<file path="config.mk">
export PLATFORM = sky130hd
export DESIGN_NAME = ycc2rgb_lut
export DESIGN_NICKNAME = d
export VERILOG_FILES = /design/src/rtl/ycc2rgb_pkg.sv /design/src/rtl/ycc2rgb_lut.sv
export SDC_FILE = /design/constraint.sdc
export NUM_CORES = 2
export LEC_CHECK = 0
export BUFFER_PORTS_ARGS = -buffer_cell sky130_fd_sc_hd__buf_4
export CAP_MARGIN = 30
export CORE_MARGIN = 2
export CORE_UTILIZATION = 50
export CTS_BUF_LIST = sky130_fd_sc_hd__clkbuf_2
export DETAILED_ROUTE_END_ITERATION = 10
export MAX_ROUTING_LAYER = met4
export PLACE_DENSITY = 0.65
export SYNTH_ARGS = -nofsm -noshare
export SYNTH_HDL_FRONTEND = slang
export SYNTH_SLANG_ARGS = --single-unit
</file>
<file path="constraint.sdc">
create_clock -name clk_i -period 3.6 [get_ports clk_i]
set_input_delay 0.54 -clock clk_i [delete_from_list [all_inputs] [get_ports clk_i]]
set_output_delay 0.54 -clock clk_i [all_outputs]
set_load 0.1 [all_outputs]
</file>
<file path="src/rtl/ycc2rgb_pkg.sv">
// Shared types and constants for the Y'CbCr to RGB pixel converter.
package ycc2rgb_pkg;

  localparam int TableDepth = 256;
  localparam int TableAw    = $clog2(TableDepth);
  localparam int PixW       = 8;
  localparam int GainW      = 18;
  localparam int RangeW     = 17;
  localparam int InDataW    = 56;
  localparam int OutDataW   = 3 * PixW;
  localparam int UserW      = 2;
  localparam int CfgIdxW    = 3;
  localparam int CfgDataW   = 18;
  localparam int MatDepth   = 9;
  localparam int MatAw      = $clog2(MatDepth);
  localparam int NumStages  = 9;
  localparam int LumaLow    = 16;
  localparam int LumaHigh   = 235;
  localparam int PixMax     = 255;

  localparam logic signed [GainW-1:0] CrToRedRst   = 18'sd44916;
  localparam logic signed [GainW-1:0] CbToGreenRst = -18'sd11025;
  localparam logic signed [GainW-1:0] CrToGreenRst = -18'sd22879;
  localparam logic signed [GainW-1:0] CbToBlueRst  = 18'sd56771;
  localparam logic [PixW-1:0]         BlackRst     = 8'd16;
  localparam logic [PixW-1:0]         CenterRst    = 8'd128;
  localparam logic [RangeW-1:0]       RangeGainRst = 17'd38304;

  typedef enum logic [UserW-1:0] {
    OP_CONVERT,
    OP_TABLE,
    OP_MATRIX,
    OP_NONE
  } op_e;

  typedef enum logic [CfgIdxW-1:0] {
    CFG_LUMA_ONLY,
    CFG_CR_TO_RED,
    CFG_CB_TO_GREEN,
    CFG_CR_TO_GREEN,
    CFG_CB_TO_BLUE,
    CFG_BLACK_OFFSET,
    CFG_CHROMA_CENTER,
    CFG_RANGE_GAIN
  } cfg_reg_e;

  typedef struct packed {
    logic               we;
    logic               re;
    logic [TableAw-1:0] addr;
    logic [PixW-1:0]    wdata;
  } lut_req_t;

  typedef struct packed {
    logic                    mat;
    logic                    ok;
    logic [MatAw-1:0]        idx;
    logic signed [GainW-1:0] val;
  } mat_ld_t;

endpackage

</file>
<file path="src/rtl/ycc2rgb_lut.sv">
// Luma transfer table: single-port memory with registered read.
module ycc2rgb_lut (
  input  logic                  clk_i,
  input  ycc2rgb_pkg::lut_req_t req_i,
  output logic [ycc2rgb_pkg::PixW-1:0] rdata_o
);

  logic [ycc2rgb_pkg::PixW-1:0] mem_q [ycc2rgb_pkg::TableDepth];
  logic [ycc2rgb_pkg::PixW-1:0] rdata_q;

  always_ff @(posedge clk_i) begin
    if (req_i.we) begin
      mem_q[req_i.addr] <= req_i.wdata;
    end
    if (req_i.re) begin
      rdata_q <= mem_q[req_i.addr];
    end
  end

  assign rdata_o = rdata_q;

endmodule
</file>
# After elaboration in Yosys (flattened, before gate mapping)
# Memories as Yosys holds them, arrays and structs flattened. A register that Yosys moved wholly into a read port is not among the register bits.
# Cells that the tools add are included.
[classes] muxes=2
[ops] operator="$mux W1" n=2
[totals] regBits=0 mem_bits_rw=2048 out_inout_bits=8 memories=1
[memory_table] memory="mem_q" words=256 width=8 read_ports=1 rd_clocked_by_memory_dff=1 wr=1 line_no="ycc2rgb_lut.sv:8" text="logic [ycc2rgb_pkg::PixW-1:0] mem_q [ycc2rgb_pkg::TableDepth];"

# Depth between registers and ports, before layout
[depth] word_depth=2 mapped_depth=10

# Worst setup path before layout
# No wires, ideal clock.
[synth_path] path_kind="input to register" start="input req_i[9] in the netlist's numbering" end="memory mem_q[111][0] in the netlist's numbering, enable pin" setup_time_ns=0.370 t_arrival_ns=2.389 setup_slack_ns=0.841 path_stages=9 cell_sequence="buf_2 clkbuf_1 clkbuf_1 nand2_1 buf_2 nor2_1 nand2_1 clkbuf_1 nor2_1"
[synth_rtl] element="start, declared" line_no="ycc2rgb_lut.sv:4" text="input ycc2rgb_pkg::lut_req_t req_i,"
[synth_rtl] element="end, declared" line_no="ycc2rgb_lut.sv:8"
# Straight into the memory's write port.

==> results.md <==
* Status: complete, no violations
* Floorplan row count at 145
* HP Class: in -> reg
* Syn Area/Cell at 22.15 um2
* Area grow syn2layout at 13.96%
* Max stage delay cell, worst path: dlygate4sd3_1
* Die X at 400.4 um
* Final Setup Violations at 0
* Critical Path Source: req_i[11]
* DRT Pass-1 Iters at 6
* Dpl cell area at 84570 um2
* Clock root buffer: clkbuf_2
* Drt drc at 0
* Chip height at 400.4 um
* Slew at the pin with the worst max-slew slack at 1.282 ns
* Wirelength per Cell at 29.03 um
* Fin nets at 4371
* #FFs+latches synth at 2056
* Synthesized instance count at 3547
* ANT nets after route at 0
* Seq/Total Area, Yosys at 0.7858
* Post-CTS Setup Bufs at 0
* LEAKAGE at 28.97 nW
* Clk buf depth at 4
* Detailed-route via count at 41180
* Synth cell types at 21
* Crit path cell chain: dlygate4sd3_1, dlygate4sd3_1, buf_4, dlygate4sd3_1, nor2b_4, buf_12, buf_4, a22oi_1, a21oi_1, o41ai_1, dlygate4sd3_1, nand4_1, dlygate4sd3_1
* Initial antenna violation count at 9
* Ports at 27
* WL final at 197000 um
* Fmax at 279.6 MHz
* Worst r2r src: mem_q[242][4]
* Starting Density at 0.5030
* Slew HR at 0.1452
* Fin crit share at 0.9934
* Post-DP HPWL at 118000 um
* Hold_sp: req_i[12]
* Port Buf Inserts at 26
* Largest fanout on the critical path at 45
* Total track usage at 0.2545
* Synthesized Nets at 3566
* Clock-pin slew on the worst setup and hold paths at 0.10 ns
* Cell family with most CP delay: buffers and inverters
* Max cap viols at 0
* CTS tree: built
* Layout Skew at 0.2474 ns
* Post-Syn Area at 78570 um2
* Clk_lat worst skew at 1.96 ns
* Most common cell on crit path: dlygate4sd3_1
* Number of clock sinks at 2056
* CP bufs+invs at 8
* CTS buffer count at 489
* Final Hold Viols at 0
* Initial DRC count at 5267
* Async S/R FF share, synth at 0
* GP Congestion at 0.8382
* VDD IR max at 0.3438 mV
* RSZ-0062 raised after global routing: false
* Pwr Total at 0.04345 W
* Final Cell Area at 89540 um2
* First-pass GRT wire length at 287200 um
* Data required, critical path at 5.32 ns
* Final Critical Period at 3.576 ns
* H-tree depth at 5
* Core Region at 156200 um2
* Share of cells above drive strength 1 at 0.3682
* GRT overflow at 0
* Largest stage delay, worst path at 0.67 ns
* Worst Path Arrival at 5.29 ns
* Vias/cell at 6.069
* Max-slew violation count at 0
* Die area at 160300 um2
* Largest net degree at the start of global routing at 113
* Startpoint types: input pin
* Vias in the first global route at 42030
* Crit end category: flip-flop
* WS Path Type: in -> reg
* Post-layout util at 0.5732
* Post-synth EDFFs at 2056
* Synth Flop Type: edfxtp_1
* Synth warn at 0
* Cell Pwr Density at 485.3 nW/um2
==> timing repair <==
item	in CTS	in global routing
endpoints found under the hold margin	4111	0
setup endpoints to repair	2	0
hold buffers	56	0
gates resized for setup	2	0
==> per-stage QoR <==
step | TNS, ns | worst slack (ns) | hold WS (ns) | cells
final | 0 | 0.02361 | 0.2190 | 6784
after floorplan | 0 | 0.8413 | 0.6389 | 3547
after global routing | 0 | 0.01686 | 0.1427 | 6781
after CTS | 0 | 0.03215 | 0.01505 | 6775
after detailed placement | -1.446 | -0.4521 | 0.9539 | 5862
after global placement | -3.578 | -0.7726 | 0.9520 | 5858
==> area by class of cell <==
cell class,count,area [um2]
Inverter,1,3.754
Antenna cell,8,20.02
Multi-Input combinational cell,1258,15830
Clock buffer,685,3428
Sequential cell,2056,61740
Tap cell,2058,2575
Clock inverter,172,823.3
Fill cell,11670,66660
Timing Repair Buffer,546,5124
==> worst reg2reg max path, cell delays in order (launching register included) <==
cell and delay (ns):
edfxtp_1 0.38, mux4_2 0.51, a22oi_1 0.27, a21oi_1 0.15, o41ai_1 0.84, buf_4 0.26
nand4_1 0.08, dlygate4sd3_1 0.56
==> cell usage after synthesis, types with 8 or more instances <==
master / instances / area, um2
buf_4: 16 / 120.1
a21oi_1: 128 / 640.6
mux4_2: 512 / 11530
nand2_1: 28 / 105.1
buf_2: 36 / 180.2
clkbuf_1: 145 / 544.3
nand4_1: 8 / 50.05
a22oi_1: 256 / 1922
nor2_1: 232 / 870.8
o41ai_1: 32 / 280.3
edfxtp_1: 2056 / 61740
nor3_1: 30 / 150.1
buf_1: 19 / 71.32
nand3_1: 13 / 65.06
buf_6: 16 / 180.2
==> layout by cell type, fill, tap and decap left out, drive strengths merged, types with 13 or more instances in the layout <==
| cell type | n |
|---|---|
| mux4 | 512 |
| clkbuf | 686 |
| buf | 495 |
| nor2 | 232 |
| nand2 | 28 |
| a22oi | 256 |
| o41ai | 32 |
| a21oi | 128 |
| edfxtp | 2056 |
| nor3 | 30 |
| nand3 | 13 |
| clkinv | 164 |
| dlygate4sd3 | 49 |
==> per-layer routing <==
layer / part of all wire / track usage
met5: 0 / -
met4: 0.020 / 0.07184
met3: 0.091 / 0.04977
met2: 0.48 / 0.3799
met1: 0.41 / 0.3627
==> registers in the layout, summed over array words and instances, names as in the netlist <==
signal / flops
mem_q: 2048
rdata_o: 8
==> power breakdown <==
part	switching, W	total [W]	internal (W)
clock	0.00899	0.0145	0.00555
combinational	0.00159	0.00252	0.000939
sequential	0.0000364	0.0264	0.0264
total	0.0106	0.0435	0.0328
==> worst paths after layout <==
check,endpoint,slack (ns),depth (start not counted)
setup reg to reg,rdata_o[4],0.28,7
setup / recovery,rdata_o[4],0.02,13
hold reg to reg,rdata_o[3],1.04,6
hold / removal,mem_q[197][0],0.22,6
==> logic make-up (layout without fill, tap and decap cells) <==
logic type      after synthesis  count (layout)  share of synthesized area
flops                      2056            2056                     0.7858
mux                         512             512                     0.1468
compound gates              416             416                    0.03618
simple gates                330             330                    0.01731
buf+inv                     233            1404                    0.01400
other cells                   0               8                          0
Note: power is estimated with default switching activity, not from simulation.
